--- src/ptrs_pkg.sv ---
// Package: shared types, codes and constants of the task table scheduler.
package ptrs_pkg;

  localparam int SLOTS_DEF       = 32;
  localparam int QUEUE_DEPTH_DEF = 2;

  localparam int KIND_W    = 3;
  localparam int ID_W      = 8;
  localparam int STATUS_W  = 3;
  localparam int OUT_ID_W  = 6;
  localparam int STATE_W   = 2;
  localparam int OUT_CNT_W = 6;

  localparam logic [ID_W-1:0] VIRT_ID_LO = 8'd96;
  localparam logic [ID_W-1:0] VIRT_ID_HI = 8'd99;

  typedef enum logic [KIND_W-1:0] {
    KIND_CREATE,
    KIND_EXIT,
    KIND_KILL,
    KIND_BLOCK,
    KIND_UNBLOCK,
    KIND_SCHED,
    KIND_QUERY,
    KIND_REAP
  } kind_e;

  typedef enum logic [STATUS_W-1:0] {
    STATUS_OK,
    STATUS_PROTECTED,
    STATUS_INVALID,
    STATUS_NO_TASK,
    STATUS_FULL,
    STATUS_NO_CHANGE
  } status_e;

  typedef enum logic [STATE_W-1:0] {
    SLOT_READY,
    SLOT_RUNNING,
    SLOT_BLOCKED,
    SLOT_TERM
  } slot_state_e;

  typedef enum logic [2:0] {
    SEQ_IDLE,
    SEQ_EXEC,
    SEQ_CREATE,
    SEQ_SCHED_A,
    SEQ_SCHED_B,
    SEQ_DONE
  } seq_state_e;

  typedef struct packed {
    logic [KIND_W-1:0] kind;
    logic [ID_W-1:0]   target_id;
    logic              start_running;
    logic              stack_intact;
  } req_t;

  typedef struct packed {
    logic [STATUS_W-1:0]  status;
    logic [OUT_ID_W-1:0]  task_id_out;
    logic                 switched;
    logic [STATE_W-1:0]   state_out;
    logic                 found;
    logic [OUT_CNT_W-1:0] occ_count;
  } rsp_t;

  typedef struct packed {
    kind_e           kind;
    logic [ID_W-1:0] target_id;
    logic [ID_W-1:0] slot;
    logic            id_zero;
    logic            id_prot;
    logic            id_over;
    logic            id_virt;
    logic            start_running;
    logic            stack_intact;
  } cmd_t;

endpackage

--- src/ptrs_fifo.sv ---
// Small register queue used between the front, the back and the result port.
module ptrs_fifo #(
  parameter type T     = logic,
  parameter int  Depth = ptrs_pkg::QUEUE_DEPTH_DEF
) (
  input  logic clk_i,
  input  logic rst_ni,
  input  logic push_i,
  input  T     wdata_i,
  output logic full_o,
  input  logic pop_i,
  output T     rdata_o,
  output logic empty_o
);
  import ptrs_pkg::*;

  localparam int PtrW = $clog2(Depth);
  localparam int CntW = $clog2(Depth + 1);

  T                mem_q [Depth];
  logic [PtrW-1:0] wr_ptr_q, wr_ptr_d;
  logic [PtrW-1:0] rd_ptr_q, rd_ptr_d;
  logic [CntW-1:0] cnt_q, cnt_d;
  logic            do_push, do_pop;

  assign full_o  = (cnt_q == CntW'(Depth));
  assign empty_o = (cnt_q == '0);
  assign rdata_o = mem_q[rd_ptr_q];
  assign do_push = push_i && !full_o;
  assign do_pop  = pop_i && !empty_o;

  always_comb begin
    wr_ptr_d = wr_ptr_q;
    rd_ptr_d = rd_ptr_q;
    cnt_d    = cnt_q;
    if (do_push) begin
      wr_ptr_d = (wr_ptr_q == PtrW'(Depth - 1)) ? '0 : wr_ptr_q + PtrW'(1);
    end
    if (do_pop) begin
      rd_ptr_d = (rd_ptr_q == PtrW'(Depth - 1)) ? '0 : rd_ptr_q + PtrW'(1);
    end
    if (do_push && !do_pop) begin
      cnt_d = cnt_q + CntW'(1);
    end else if (do_pop && !do_push) begin
      cnt_d = cnt_q - CntW'(1);
    end
  end

  always_ff @(posedge clk_i or negedge rst_ni) begin
    if (!rst_ni) begin
      wr_ptr_q <= '0;
      rd_ptr_q <= '0;
      cnt_q    <= '0;
    end else begin
      wr_ptr_q <= wr_ptr_d;
      rd_ptr_q <= rd_ptr_d;
      cnt_q    <= cnt_d;
    end
  end

  always_ff @(posedge clk_i) begin
    if (do_push) begin
      mem_q[wr_ptr_q] <= wdata_i;
    end
  end

endmodule

--- src/ptrs_front.sv ---
// Front end: accept requests, decode the kind and classify the target id.
module ptrs_front #(
  parameter int Slots = ptrs_pkg::SLOTS_DEF
) (
  input  logic            clk_i,
  input  logic            rst_ni,
  input  logic            push_i,
  input  ptrs_pkg::req_t  req_i,
  output logic            full_o,
  output logic            cmd_push_o,
  output ptrs_pkg::cmd_t  cmd_o,
  input  logic            cmd_full_i
);
  import ptrs_pkg::*;

  logic hold_q, hold_d;
  cmd_t cmd_q, cmd_d;
  cmd_t cls;
  logic accept;

  always_comb begin
    cls.kind          = kind_e'(req_i.kind);
    cls.target_id     = req_i.target_id;
    cls.slot          = req_i.target_id - ID_W'(1);
    cls.id_zero       = (req_i.target_id == '0);
    cls.id_prot       = (req_i.target_id < ID_W'(2));
    cls.id_over       = (32'(req_i.target_id) > Slots);
    cls.id_virt       = (req_i.target_id >= VIRT_ID_LO) && (req_i.target_id <= VIRT_ID_HI);
    cls.start_running = req_i.start_running;
    cls.stack_intact  = req_i.stack_intact;
  end

  assign full_o     = hold_q && cmd_full_i;
  assign accept     = push_i && !full_o;
  assign cmd_push_o = hold_q && !cmd_full_i;
  assign cmd_o      = cmd_q;

  always_comb begin
    hold_d = hold_q;
    cmd_d  = cmd_q;
    if (accept) begin
      hold_d = 1'b1;
      cmd_d  = cls;
    end else if (cmd_push_o) begin
      hold_d = 1'b0;
    end
  end

  always_ff @(posedge clk_i or negedge rst_ni) begin
    if (!rst_ni) begin
      hold_q <= 1'b0;
    end else begin
      hold_q <= hold_d;
    end
  end

  always_ff @(posedge clk_i) begin
    cmd_q <= cmd_d;
  end

endmodule

--- src/ptrs_back.sv ---
// Back end: task table, counters and the sequencer that carries out requests.
module ptrs_back #(
  parameter int Slots = ptrs_pkg::SLOTS_DEF
) (
  input  logic            clk_i,
  input  logic            rst_ni,
  input  logic            cfg_we_i,
  input  logic            cfg_wdata_i,
  input  ptrs_pkg::cmd_t  cmd_i,
  input  logic            cmd_empty_i,
  output logic            cmd_pop_o,
  output ptrs_pkg::rsp_t  rsp_o,
  output logic            rsp_push_o,
  input  logic            rsp_full_i
);
  import ptrs_pkg::*;

  localparam int IdxW = $clog2(Slots);
  localparam int CntW = $clog2(Slots + 1);

  seq_state_e        seq_q, seq_d;
  cmd_t              cmd_q, cmd_d;
  logic              enable_q;
  logic [Slots-1:0]  valid_q, valid_d;
  slot_state_e       state_q [Slots];
  slot_state_e       state_d [Slots];
  logic [CntW-1:0]   current_q, current_d;
  logic [CntW-1:0]   before_q, before_d;
  logic [CntW-1:0]   cur_eff_q, cur_eff_d;
  logic [IdxW-1:0]   rr_q, rr_d;
  logic [CntW-1:0]   occ_q, occ_d;
  logic [CntW-1:0]   term_q, term_d;
  status_e           status_q, status_d;
  logic [CntW-1:0]   tid_q, tid_d;
  slot_state_e       st_q, st_d;
  logic              found_q, found_d;
  logic              intact_q, intact_d;
  logic              quiet_q, quiet_d;

  logic              wr_en, wr_valid, reap_en;
  logic [IdxW-1:0]   wr_idx;
  slot_state_e       wr_state;
  logic              old_v, old_t, new_t;

  logic [Slots-1:0]  running_v, term_v, cand_v, cand_hi_v;
  logic [IdxW:0]     run_ff, free_ff, hi_ff, all_ff;
  logic [IdxW-1:0]   tgt, cur_idx, cur_eff_idx, e_idx, pick;
  logic              e_ok, got;

  function automatic logic [IdxW:0] first_set(input logic [Slots-1:0] v);
    logic [IdxW:0] r;
    r = '0;
    for (int i = Slots - 1; i >= 0; i--) begin
      if (v[i]) begin
        r = {1'b1, IdxW'(i)};
      end
    end
    return r;
  endfunction

  assign tgt         = cmd_q.slot[IdxW-1:0];
  assign cur_idx     = IdxW'(current_q - CntW'(1));
  assign cur_eff_idx = IdxW'(cur_eff_q - CntW'(1));

  always_comb begin
    for (int i = 0; i < Slots; i++) begin
      running_v[i] = valid_q[i] && (state_q[i] == SLOT_RUNNING);
      term_v[i]    = valid_q[i] && (state_q[i] == SLOT_TERM);
      cand_v[i]    = valid_q[i] && (state_q[i] == SLOT_READY) && (CntW'(i + 1) != cur_eff_q);
      cand_hi_v[i] = cand_v[i] && (IdxW'(i) > rr_q);
    end
  end

  assign run_ff  = first_set(running_v);
  assign free_ff = first_set(~valid_q);
  assign hi_ff   = first_set(cand_hi_v);
  assign all_ff  = first_set(cand_v);
  assign got     = all_ff[IdxW];
  assign pick    = hi_ff[IdxW] ? hi_ff[IdxW-1:0] : all_ff[IdxW-1:0];

  always_comb begin
    if (current_q != '0) begin
      e_ok  = valid_q[cur_idx];
      e_idx = cur_idx;
    end else begin
      e_ok  = run_ff[IdxW];
      e_idx = run_ff[IdxW-1:0];
    end
  end

  always_comb begin
    seq_d     = seq_q;
    cmd_d     = cmd_q;
    current_d = current_q;
    before_d  = before_q;
    cur_eff_d = cur_eff_q;
    rr_d      = rr_q;
    status_d  = status_q;
    tid_d     = tid_q;
    st_d      = st_q;
    found_d   = found_q;
    intact_d  = intact_q;
    quiet_d   = quiet_q;
    wr_en     = 1'b0;
    wr_idx    = tgt;
    wr_valid  = 1'b0;
    wr_state  = SLOT_READY;
    reap_en   = 1'b0;
    cmd_pop_o  = 1'b0;
    rsp_push_o = 1'b0;

    case (seq_q)
      SEQ_IDLE: begin
        if (!cmd_empty_i && !rsp_full_i) begin
          cmd_pop_o = 1'b1;
          cmd_d     = cmd_i;
          before_d  = current_q;
          status_d  = STATUS_OK;
          tid_d     = '0;
          st_d      = SLOT_READY;
          found_d   = 1'b0;
          seq_d     = SEQ_EXEC;
        end
      end
      SEQ_EXEC: begin
        seq_d = SEQ_DONE;
        case (cmd_q.kind)
          KIND_CREATE: begin
            reap_en = 1'b1;
            seq_d   = SEQ_CREATE;
          end
          KIND_EXIT: begin
            if (!e_ok) begin
              status_d = STATUS_NO_TASK;
            end else if (e_idx == '0) begin
              status_d = STATUS_PROTECTED;
            end else begin
              wr_en     = 1'b1;
              wr_idx    = e_idx;
              wr_valid  = 1'b1;
              wr_state  = SLOT_TERM;
              current_d = '0;
              intact_d  = 1'b1;
              quiet_d   = 1'b1;
              seq_d     = SEQ_SCHED_A;
            end
          end
          KIND_KILL: begin
            if (cmd_q.id_prot) begin
              status_d = STATUS_PROTECTED;
            end else if (cmd_q.id_virt || cmd_q.id_over) begin
              status_d = STATUS_INVALID;
            end else if (!valid_q[tgt]) begin
              status_d = STATUS_NO_TASK;
            end else if (CntW'(cmd_q.target_id) == current_q) begin
              wr_en     = 1'b1;
              wr_valid  = 1'b1;
              wr_state  = SLOT_TERM;
              current_d = '0;
              intact_d  = 1'b1;
              quiet_d   = 1'b1;
              seq_d     = SEQ_SCHED_A;
            end else begin
              wr_en = 1'b1;
            end
          end
          KIND_BLOCK: begin
            if (cmd_q.id_prot) begin
              status_d = STATUS_PROTECTED;
            end else if (cmd_q.id_over) begin
              status_d = STATUS_INVALID;
            end else if (!valid_q[tgt]) begin
              status_d = STATUS_NO_TASK;
            end else if (state_q[tgt] != SLOT_READY) begin
              status_d = STATUS_NO_CHANGE;
            end else begin
              wr_en    = 1'b1;
              wr_valid = 1'b1;
              wr_state = SLOT_BLOCKED;
            end
          end
          KIND_UNBLOCK: begin
            if (cmd_q.id_zero || cmd_q.id_over) begin
              status_d = STATUS_INVALID;
            end else if (!valid_q[tgt]) begin
              status_d = STATUS_NO_TASK;
            end else if (state_q[tgt] != SLOT_BLOCKED) begin
              status_d = STATUS_NO_CHANGE;
            end else begin
              wr_en    = 1'b1;
              wr_valid = 1'b1;
              wr_state = SLOT_READY;
            end
          end
          KIND_SCHED: begin
            intact_d = cmd_q.stack_intact;
            quiet_d  = 1'b0;
            seq_d    = SEQ_SCHED_A;
          end
          KIND_QUERY: begin
            if (cmd_q.id_zero || cmd_q.id_over) begin
              status_d = STATUS_INVALID;
            end else if (!valid_q[tgt]) begin
              status_d = STATUS_NO_TASK;
            end else begin
              st_d    = state_q[tgt];
              found_d = 1'b1;
            end
          end
          KIND_REAP: begin
            reap_en = 1'b1;
          end
          default: begin
            seq_d = SEQ_DONE;
          end
        endcase
      end
      SEQ_CREATE: begin
        seq_d = SEQ_DONE;
        if (!free_ff[IdxW]) begin
          status_d = STATUS_FULL;
        end else begin
          wr_en    = 1'b1;
          wr_idx   = free_ff[IdxW-1:0];
          wr_valid = 1'b1;
          wr_state = cmd_q.start_running ? SLOT_RUNNING : SLOT_READY;
          tid_d    = CntW'(free_ff[IdxW-1:0]) + CntW'(1);
          if (cmd_q.start_running) begin
            current_d = CntW'(free_ff[IdxW-1:0]) + CntW'(1);
          end
        end
      end
      SEQ_SCHED_A: begin
        if ((occ_q == '0) || !enable_q) begin
          if (!quiet_q) begin
            status_d = STATUS_NO_CHANGE;
          end
          seq_d = SEQ_DONE;
        end else begin
          cur_eff_d = current_q;
          if (current_q != '0) begin
            wr_idx = cur_idx;
            if (!intact_q) begin
              wr_en     = 1'b1;
              current_d = '0;
              cur_eff_d = '0;
            end else if (running_v[cur_idx]) begin
              wr_en    = 1'b1;
              wr_valid = 1'b1;
              wr_state = SLOT_READY;
            end
          end
          seq_d = SEQ_SCHED_B;
        end
      end
      SEQ_SCHED_B: begin
        seq_d    = SEQ_DONE;
        wr_valid = 1'b1;
        wr_state = SLOT_RUNNING;
        if (got) begin
          wr_en     = 1'b1;
          wr_idx    = pick;
          current_d = CntW'(pick) + CntW'(1);
          rr_d      = pick;
        end else if (valid_q[0]) begin
          wr_en     = 1'b1;
          wr_idx    = '0;
          current_d = CntW'(1);
        end else if ((cur_eff_q != '0) && valid_q[cur_eff_idx]) begin
          wr_en  = 1'b1;
          wr_idx = cur_eff_idx;
        end
      end
      SEQ_DONE: begin
        rsp_push_o = 1'b1;
        seq_d      = SEQ_IDLE;
      end
      default: begin
        seq_d = SEQ_IDLE;
      end
    endcase
  end

  assign old_v = valid_q[wr_idx];
  assign old_t = old_v && (state_q[wr_idx] == SLOT_TERM);
  assign new_t = wr_valid && (wr_state == SLOT_TERM);

  always_comb begin
    valid_d = valid_q;
    state_d = state_q;
    occ_d   = occ_q;
    term_d  = term_q;
    if (reap_en) begin
      for (int i = 0; i < Slots; i++) begin
        if (term_v[i]) begin
          valid_d[i] = 1'b0;
          state_d[i] = SLOT_READY;
        end
      end
      occ_d  = occ_q - term_q;
      term_d = '0;
    end
    if (wr_en) begin
      valid_d[wr_idx] = wr_valid;
      state_d[wr_idx] = wr_state;
      if (wr_valid && !old_v) begin
        occ_d = occ_q + CntW'(1);
      end else if (!wr_valid && old_v) begin
        occ_d = occ_q - CntW'(1);
      end
      if (new_t && !old_t) begin
        term_d = term_q + CntW'(1);
      end else if (!new_t && old_t) begin
        term_d = term_q - CntW'(1);
      end
    end
  end

  always_comb begin
    rsp_o.status      = status_q;
    rsp_o.task_id_out = ((cmd_q.kind == KIND_EXIT) || (cmd_q.kind == KIND_KILL) ||
                         (cmd_q.kind == KIND_SCHED)) ? OUT_ID_W'(current_q) : OUT_ID_W'(tid_q);
    rsp_o.switched    = (current_q != '0) && (current_q != before_q);
    rsp_o.state_out   = st_q;
    rsp_o.found       = found_q;
    rsp_o.occ_count   = OUT_CNT_W'(occ_q);
  end

  always_ff @(posedge clk_i or negedge rst_ni) begin
    if (!rst_ni) begin
      seq_q     <= SEQ_IDLE;
      enable_q  <= 1'b0;
      valid_q   <= '0;
      current_q <= '0;
      rr_q      <= '0;
      occ_q     <= '0;
      term_q    <= '0;
      for (int i = 0; i < Slots; i++) begin
        state_q[i] <= SLOT_READY;
      end
    end else begin
      seq_q     <= seq_d;
      valid_q   <= valid_d;
      state_q   <= state_d;
      current_q <= current_d;
      rr_q      <= rr_d;
      occ_q     <= occ_d;
      term_q    <= term_d;
      if (cfg_we_i) begin
        enable_q <= cfg_wdata_i;
      end
    end
  end

  always_ff @(posedge clk_i) begin
    cmd_q     <= cmd_d;
    before_q  <= before_d;
    cur_eff_q <= cur_eff_d;
    status_q  <= status_d;
    tid_q     <= tid_d;
    st_q      <= st_d;
    found_q   <= found_d;
    intact_q  <= intact_d;
    quiet_q   <= quiet_d;
  end

`ifndef ASSERT_OFF
  a_occ_bound: assert property (@(posedge clk_i) disable iff (!rst_ni)
    32'(occ_q) <= Slots)
    else $error("live count exceeds slot count");

  a_term_le_occ: assert property (@(posedge clk_i) disable iff (!rst_ni)
    term_q <= occ_q)
    else $error("terminated count exceeds live count");

  a_cur_valid: assert property (@(posedge clk_i) disable iff (!rst_ni)
    (current_q != '0) |-> valid_q[cur_idx])
    else $error("current task names an empty slot");

  a_pop_exec: assert property (@(posedge clk_i) disable iff (!rst_ni)
    cmd_pop_o |=> (seq_q == SEQ_EXEC))
    else $error("request taken without execution");
`endif

endmodule

--- src/process_table_round_robin_scheduler.sv ---
// Top level: round-robin task table scheduler with queue-style ports.
// Usage:
//   Requests enter on push_i/req_i and are taken at an edge where push_i is
//   high and full_o is low. Results leave in request order on rsp_o: one is
//   valid while empty_o is low and is taken at an edge where pop_i is high.
//   One result per request. cfg_we_i/cfg_wdata_i write the scheduler enable
//   at any edge where cfg_we_i is high; write it only while idle.
// Sequencer:
//   Query, block, unblock, reap, kill of another task and refused requests
//   pass through execute and done in the back-end sequencer; create reaps
//   in execute and then allocates, and schedule and exit or kill of the
//   current task demote or drop it, then run the round-robin search and
//   write-back, a pass skipped when the table is empty or disabled. The
//   sequencer takes the next request only after pushing the last result.
// Reset:
//   rst_ni clears the task table, counters, current task, pointer, enable
//   and both queues at once. When pop_i stays low the result queue fills,
//   the back end stops taking commands, and full_o rises once the command
//   queue and the front register are occupied; nothing is dropped.
module process_table_round_robin_scheduler #(
  parameter int Slots      = ptrs_pkg::SLOTS_DEF,
  parameter int QueueDepth = ptrs_pkg::QUEUE_DEPTH_DEF
) (
  input  logic            clk_i,
  input  logic            rst_ni,
  input  logic            push_i,
  input  ptrs_pkg::req_t  req_i,
  output logic            full_o,
  input  logic            pop_i,
  output ptrs_pkg::rsp_t  rsp_o,
  output logic            empty_o,
  input  logic            cfg_we_i,
  input  logic            cfg_wdata_i
);
  import ptrs_pkg::*;

  cmd_t front_cmd, back_cmd;
  rsp_t back_rsp;
  logic front_push, cmd_full, cmd_empty, cmd_pop;
  logic rsp_push, rsp_full;

  ptrs_front #(
    .Slots(Slots)
  ) u_front (
    .clk_i      (clk_i),
    .rst_ni     (rst_ni),
    .push_i     (push_i),
    .req_i      (req_i),
    .full_o     (full_o),
    .cmd_push_o (front_push),
    .cmd_o      (front_cmd),
    .cmd_full_i (cmd_full)
  );

  ptrs_fifo #(
    .T     (ptrs_pkg::cmd_t),
    .Depth (QueueDepth)
  ) u_cmd_fifo (
    .clk_i   (clk_i),
    .rst_ni  (rst_ni),
    .push_i  (front_push),
    .wdata_i (front_cmd),
    .full_o  (cmd_full),
    .pop_i   (cmd_pop),
    .rdata_o (back_cmd),
    .empty_o (cmd_empty)
  );

  ptrs_back #(
    .Slots(Slots)
  ) u_back (
    .clk_i       (clk_i),
    .rst_ni      (rst_ni),
    .cfg_we_i    (cfg_we_i),
    .cfg_wdata_i (cfg_wdata_i),
    .cmd_i       (back_cmd),
    .cmd_empty_i (cmd_empty),
    .cmd_pop_o   (cmd_pop),
    .rsp_o       (back_rsp),
    .rsp_push_o  (rsp_push),
    .rsp_full_i  (rsp_full)
  );

  ptrs_fifo #(
    .T     (ptrs_pkg::rsp_t),
    .Depth (QueueDepth)
  ) u_rsp_fifo (
    .clk_i   (clk_i),
    .rst_ni  (rst_ni),
    .push_i  (rsp_push),
    .wdata_i (back_rsp),
    .full_o  (rsp_full),
    .pop_i   (pop_i),
    .rdata_o (rsp_o),
    .empty_o (empty_o)
  );

endmodule
--- config.mk ---
export PLATFORM = sky130hd
export DESIGN_NAME = process_table_round_robin_scheduler
export DESIGN_NICKNAME = d
export VERILOG_FILES = /design/src/ptrs_pkg.sv /design/src/ptrs_fifo.sv /design/src/ptrs_front.sv /design/src/ptrs_back.sv /design/src/process_table_round_robin_scheduler.sv
export SDC_FILE = /design/constraint.sdc
export NUM_CORES = 1
export LEC_CHECK = 0
export BUFFER_PORTS_ARGS = -buffer_cell sky130_fd_sc_hd__buf_2
export CORE_MARGIN = 4
export CORE_UTILIZATION = 55
export DETAILED_ROUTE_END_ITERATION = 8
export PLACE_DENSITY = 0.73
export SLEW_MARGIN = 30
export SYNTH_ARGS = -nofsm -noshare
export SYNTH_HDL_FRONTEND = slang
export SYNTH_HIERARCHICAL = 1
export SYNTH_SLANG_ARGS = --single-unit
--- constraint.sdc ---
create_clock -name clk_i -period 6.2 [get_ports clk_i]
set_input_delay 0.62 -clock clk_i [delete_from_list [all_inputs] [get_ports clk_i]]
set_output_delay 0.62 -clock clk_i [all_outputs]
set_load 0.02 [all_outputs]
* Word-level counts from Yosys, hierarchy flattened
Memories as Yosys holds them, arrays and structs flattened. A register that Yosys moved wholly into a read port is not among the register bits. Index checks and enable logic that the tools add are counted.
Storage, ports and cells: latch bits 0, word-level logic and storage cells 905, ROM bits 0, RAM bits 88, memories 2, output and inout bits 21, bits in registers 183
Cells by class: add/subtract/negate cells 18, equal/unequal tests 143, div/mod/pow operators 0, magnitude comparators 44, reductions and logical operators 262, bitwise operators 4, multiplexer cells 369, multiply operators 0, shift-type cells 0
Memory list:
- u_cmd_fifo.mem_q | words 2, bits a word 25, rd ports 1, clocked after memory_dff 1, write ports 1, line ptrs_fifo.sv:20 | T mem_q [Depth];
- u_rsp_fifo.mem_q | words 2, bits a word 19, rd ports 1, clocked after memory_dff 0, write ports 1, line ptrs_fifo.sv:20
Operator list (count):
- $mux W6 | 152
- $logic_and A1 B1 Y1 | 183
- $mux W64 | 2
- $mux W2 | 56
- $ne A5 B6 Y1 const A | 16
- $mux W1 | 93
- $gt A5 B5 Y1 const A | 16
- $eq A2 B2 Y1 const B | 36
- $mux W3 | 24
- $logic_not A2 Y1 | 34
- $bwmux W64 | 1
- $eq A2 B1 Y1 const B | 32
- $mux W32 | 2
- $mux W5 | 11
- $ne A4 B6 Y1 const A | 8
- $gt A4 B5 Y1 const A | 8
- $pmux W3 S4 | 3
- $bwmux W32 | 1
- $not A32 Y32 | 1
- $bmux W1 S5 | 5
- $lt A5 B6 Y1 const B | 4
- $ne A3 B6 Y1 const A | 4
- $pmux W6 S2 | 2
- $pmux W6 S4 | 1
- 65 further kinds | 145

* Depth between registers and ports, before layout
depth after elaboration 50, mapped depth 22

* Cells and area by module
The synthesis kept the hierarchy.
By module, submodules not included:
- ptrs_back | area each 15354.7 µm², instances 1, cells an instance 1776
- ptrs_fifo at u_cmd_fifo | area each 2102.0 µm², instances 1, cells an instance 97
- ptrs_fifo at u_rsp_fifo | area each 1566.5 µm², instances 1, cells an instance 78
- ptrs_front | area each 984.7 µm², instances 1, cells an instance 57

* Worst setup path before layout
Ideal clock, no wire load.
kind register -> register, from register u_back.current_q[0], to register u_back.term_q[2], setup time 0.122 ns, setup slack 0.428 ns, required time 6.078 ns, cell stages (with the launch flop) 21, data arrival time 5.651 ns, path through dfrtp_1 -> buf_2 -> clkbuf_1 -> inv_1 -> ha_1 -> clkbuf_1 -> mux4_2 -> mux4_2 -> o31ai_1 -> nor2_1 -> and3_1 -> or4_1 -> o31ai_4 -> buf_2 -> mux2i_1 -> mux2i_1 -> o2bb2ai_1 -> nor4_4 -> and2_1 -> o21ai_1 -> a32o_1
On the way: longest elaborated chain between the ends 17
Ends and longest elaborated chain:
- start, declared | line ptrs_back.sv:27 | logic [CntW-1:0] current_q, current_d;
- start signal, assigned | line ptrs_back.sv:345 | current_q <= current_d;
- $sub A5 B1 Y5 / $reduce_bool A6 Y1 (equally long branches) | line ptrs_back.sv:62, ptrs_back.sv:82, ptrs_back.sv:241
- $bmux W1 S5 / $mux W5 (equally long branches) | line ptrs_back.sv:83, ptrs_back.sv:82
- $mux W1 (implied by the code) / $logic_not A5 Y1 (equally long branches) | line ptrs_back.sv:83, ptrs_back.sv:135
- $mux W1 / $mux W5 (equally long branches) | line ptrs_back.sv:82, ptrs_back.sv:135
- $mux W5 | line ptrs_back.sv:133 | if (!e_ok) begin
- $mux W5 | line ptrs_back.sv:127 | case (cmd_q.kind)
- $pmux W5 S4 | line ptrs_back.sv:112 | case (seq_q)
- $not A5 Y6 (implied by the code) | line ptrs_back.sv:285 | assign old_t = old_v && (state_q[wr_idx] == SLOT_TERM);
- $bmux W2 S5 | line ptrs_back.sv:285
- $mux W2 (implied by the code) (2 in series) | line ptrs_back.sv:285
- $eq A2 B2 Y1 | line ptrs_back.sv:285
- $logic_and A1 B1 Y1 | line ptrs_back.sv:285
- $logic_and A1 B1 Y1 / $logic_not A1 Y1 (equally long branches) | line ptrs_back.sv:313, ptrs_back.sv:311
- $mux W6 / $logic_and A1 B1 Y1 (equally long branches) | line ptrs_back.sv:313, ptrs_back.sv:311
- $mux W6 | line ptrs_back.sv:311 | if (new_t && !old_t) begin
- $mux W6 * | line ptrs_back.sv:303 | if (wr_en) begin
- net u_back.term_d[2] | line ptrs_back.sv:32 | logic [CntW-1:0] term_q, term_d;
- end signal, assigned | line ptrs_back.sv:348 | term_q <= term_d;
- end, declared | line ptrs_back.sv:32
Mark *: on every way through the listed nets, which the timed path passes. The rest lies on a longest branch. The select of a mux whose other input is x is not followed. A chain may end at the register's enable or synchronous reset.

* Final worst setup path
from register u_back.cur_eff_q[0], to register u_back.term_q[2]
On the way: longest elaborated chain between the ends 48
Ends and longest elaborated chain:
- start, declared | line ptrs_back.sv:29 | logic [CntW-1:0] cur_eff_q, cur_eff_d;
- start signal, assigned | line ptrs_back.sv:358 | cur_eff_q <= cur_eff_d;
- $ne A6 B6 Y1 | line ptrs_back.sv:69 | cand_v[i] = valid_q[i] && (state_q[i] == SLOT_READY) && (CntW'(i + 1) != cur_eff_q);
- $logic_and A1 B1 Y1 | line ptrs_back.sv:69
- $logic_and A1 B1 Y1 | line ptrs_back.sv:70 | cand_hi_v[i] = cand_v[i] && (IdxW'(i) > rr_q);
- $mux W6 (32 in series) | line ptrs_back.sv:54 | if (v[i]) begin
- $mux W5 | line ptrs_back.sv:79 | assign pick = hi_ff[IdxW] ? hi_ff[IdxW-1:0] : all_ff[IdxW-1:0];
- $mux W5 | line ptrs_back.sv:260 | if (got) begin
- $pmux W5 S4 | line ptrs_back.sv:112
- $not A5 Y6 (implied by the code) | line ptrs_back.sv:285
- $bmux W2 S5 | line ptrs_back.sv:285
- $mux W2 (implied by the code) (2 in series) | line ptrs_back.sv:285
- $eq A2 B2 Y1 | line ptrs_back.sv:285
- $logic_and A1 B1 Y1 | line ptrs_back.sv:285
- $logic_and A1 B1 Y1 / $logic_not A1 Y1 (equally long branches) | line ptrs_back.sv:313, ptrs_back.sv:311
- $mux W6 / $logic_and A1 B1 Y1 (equally long branches) | line ptrs_back.sv:313, ptrs_back.sv:311
- $mux W6 | line ptrs_back.sv:311
- $mux W6 * | line ptrs_back.sv:303
- net u_back.term_d[2] | line ptrs_back.sv:32
Marks and branches as above.

==> insert_results.sql <==
INSERT INTO impl_metrics (metric_group, metric, value, unit) VALUES
('global_route', 'overflow_left_after_global_routing', '0', ''),
('route', 'postRouteAntennaNets', '0', ''),
('worst_setup_path', 'worst-path-stages', '17', ''),
('worst_setup_path', 'critical_path_arrival', '6440', 'ps'),
('layout', 'layout.core_utilization', '61.45', '%'),
('clock_tree', 'cts_made_buffers', '31', ''),
('clock_tree', 'clock_tree_from_tritoncts', 'done', ''),
('synth', 'synthesis.instances', '1982', ''),
('power', 'pwr_cell_area', '645.3', 'nW/um^2'),
('floorplan', 'die-area', '38410', 'sq um'),
('power', 'pint', '7.034', 'mW'),
('place', 'detailed_place.area', '20260', 'sq um'),
('worst_setup_path', 'crit_chain', 'inv_1 -> ha_1 -> nand3b_1 -> o311ai_1 -> nand4_1 -> or3_1 -> or4_4 -> o32a_1 -> nand2b_1 -> nand4_1 -> o311a_1 -> nor3_1 -> o2bb2ai_1 -> nor4_4 -> and2_1 -> o21ai_1 -> a32o_1', ''),
('floorplan', 'fp.dieH', '196.0', 'um'),
('global_route', 'grt_first_pass_wirelength', '102200', 'um'),
('route', 'dr.pass1.iters', '6', ''),
('clock_tree', 'clock_sinks', '276', ''),
('sta', 'max_freq', '167.8', 'MHz'),
('layout', 'final_nets', '2038', ''),
('route', 'vias', '17442', ''),
('route', 'post-route-drc-count', '0', ''),
('global_route', 'pin_count_of_the_biggest_net_entering_global_routing', '80', ''),
('layout', 'postLayoutCellArea', '21330', 'sq um'),
('synth', 'yosys_warnings', '6', ''),
('worst_setup_path', 'cp.required', '6680', 'ps'),
('sta', 'max-slew-margin-rel', '31.01', '%'),
('sta', 'final-hold-violation-count', '0', ''),
('layout', 'most-common-layout-cells', 'nand2_1 (222), edfxtp_1 (144), o21ai_0 (141), dfrtp_1 (131), nand3_1 (124)', ''),
('sta', 'setup_total_negative_slack', '0', 'ps'),
('synth', 'synth.cell_area', '19430', 'sq um'),
('sta', 'final_period_minus_worst_setup_slack', '5961', 'ps'),
('sta', 'timing.final.setup_violations', '0', ''),
('power', 'design_power_total', '13.77', 'mW'),
('place', 'buffer_ports.inserted', '39', ''),
('place', 'globalplace.congestion', '1.039', ''),
('route', 'vias_per_cell', '7.044', ''),
('sta', 'grt_setup_unrepaired', 'no', ''),
('power', 'power_frac_comb', '62.2', '%'),
('synth', 'synthesis.nets', '2024', ''),
('status', 'outcome', 'completed', ''),
('clock_tree', 'cts_hold_buffers', '0', ''),
('worst_setup_path', 'timing_worst_setup_path_type', 'reg2reg', ''),
('worst_setup_path', 'rr_endpoint', 'u_back/term_q[2]$_DFF_PN0_', ''),
('clock_tree', 'ctsHtreeMaxLevel', '1', ''),
('layout', 'area.growth.synth_to_final', '9.767', '%'),
('sta', 'tightest_slew', '1033', 'ps'),
('worst_setup_path', 'critical_path.top_delay_family', 'simple AND/OR/NAND/NOR gates', ''),
('clock_tree', 'clkLatencyLatePin', '600', 'ps'),
('worst_setup_path', 'regToRegSetupSlack', '240', 'ps'),
('synth', 'syn-mean-instance-area', '9.806', 'sq um'),
('worst_setup_path', 'timing.critical_path.slowest_stage_cell', 'o311ai_1', ''),
('worst_setup_path', 'critical-path-max-stage-delay', '590', 'ps'),
('floorplan', 'io-pin-count', '40', ''),
('floorplan', 'total_core_area', '34710', 'sq um'),
('sta', 'timing.clock.skew', '26.60', 'ps'),
('power', 'p_leak', '7.995', 'nW'),
('floorplan', 'die_w', '196.0', 'um'),
('worst_setup_path', 'start_kind', 'register', ''),
('worst_setup_path', 'worstReg2RegStart', 'u_back/cur_eff_q[0]$_DFFE_PP_', ''),
('power', 'ir_worst_vdd', '588.7', 'uV'),
('global_route', 'grt_pass1_vias', '16760', ''),
('layout', 'layout.cells.most_common', 'nand2_1', ''),
('route', 'post_route_wl', '66970', 'um'),
('power', 'switching_share', '48.90', '%'),
('worst_setup_path', 'worst-r2r-cell-count', '17', ''),
('power', 'pwr-share-clk', '13.9', '%'),
('clock_tree', 'clock_tree.buffer_depth', '3', ''),
('worst_hold_path', 'timing.hold.worst.class', 'in2async', ''),
('place', 'placed_wire_length_estimate_after_detailed_placement', '48970', 'um'),
('clock_tree', 'ctsRootBufferMaster', 'clkbuf_16', ''),
('layout', 'final_layout_size_suffix_gt1_share', '15.35', '%');
==> power groups by stage <==
stage | registers [mW] | clock network (mW) | logic (mW)
2_1_floorplan | 2.80 | 0 | 6.02
3_5_place_dp | 3.28 | 0 | 8.26
6_report | 3.29 | 1.92 | 8.56
5_1_grt | 3.34 | 2.02 | 9.10
4_1_cts | 3.25 | 1.94 | 8.31
3_3_place_gp | 3.26 | 0 | 8.17
==> cell type report <==
class | count | area (sq um)
timing repair buffer | 115 | 813.3
multi-input combinational | 1528 | 11110
fill | 2865 | 13380
clock buffer | 43 | 820.8
inverter | 44 | 165.2
clock inverter | 14 | 221.5
antenna | 1 | 2.502
tap | 455 | 569.3
sequential | 276 | 7629
==> worst max-delay path by stage <==
| stage | from | endpoint |
|---|---|---|
| after floorplan | u_back/current_q[0]$_DFFE_PN0P_ | u_back/term_q[2]$_DFF_PN0_ |
| after global placement | u_back/cur_eff_q[1]$_DFFE_PP_ | u_back/term_q[2]$_DFF_PN0_ |
| after detailed placement | u_back/cur_eff_q[1]$_DFFE_PP_ | u_back/term_q[2]$_DFF_PN0_ |
| after CTS | u_back/cur_eff_q[1]$_DFFE_PP_ | u_back/term_q[2]$_DFF_PN0_ |
| after global routing | u_back/cur_eff_q[1]$_DFFE_PP_ | u_back/term_q[2]$_DFF_PN0_ |
| final | u_back/cur_eff_q[0]$_DFFE_PP_ | u_back/term_q[2]$_DFF_PN0_ |
==> layer usage <==
| metal | GRT usage, % | vias up | wire [um] |
|---|---|---|---|
| li1 | - | 7594 | - |
| met1 | 48.72 | 8463 | 27160 |
| met2 | 50.94 | 1166 | 29090 |
| met3 | 7.951 | 217 | 7803 |
| met4 | 12.52 | 2 | 2907 |
| met5 | 0 | - | 11 |
==> state kept, by name (all words and copies together), names as in the netlist, 5 cells and up <==
signal and cells:
u_back/valid_q 32, u_back/state_q 64, u_back/rr_q 5, u_back/current_q 6, u_back/occ_q 6, u_back/before_q 6
u_front/cmd_o 20, u_back/tid_q 6, u_cmd_fifo/mem_q 40, u_back/cur_eff_q 6, u_back/cmd_q 20, u_rsp_fifo/mem_q 38
u_back/term_q 6
==> stage by stage <==
| step | std cells | hold WS (ps) |
|---|---|---|
| after detailed placement | 2416 | 429.0 |
| final | 2476 | 84.77 |
| after CTS | 2473 | 89.66 |
| after global placement | 2415 | 423.7 |
| after floorplan | 1982 | 324.4 |
| after global routing | 2476 | 128.1 |
==> repair_timing <==
| item | CTS | global route |
|---|---|---|
| gates resized for setup | 0 | 2 |
| buffers inserted | 0 | 2 |
| endpoints found under the setup margin | 0 | 4 |
No activity file was read; power rests on OpenSTA's default activity.
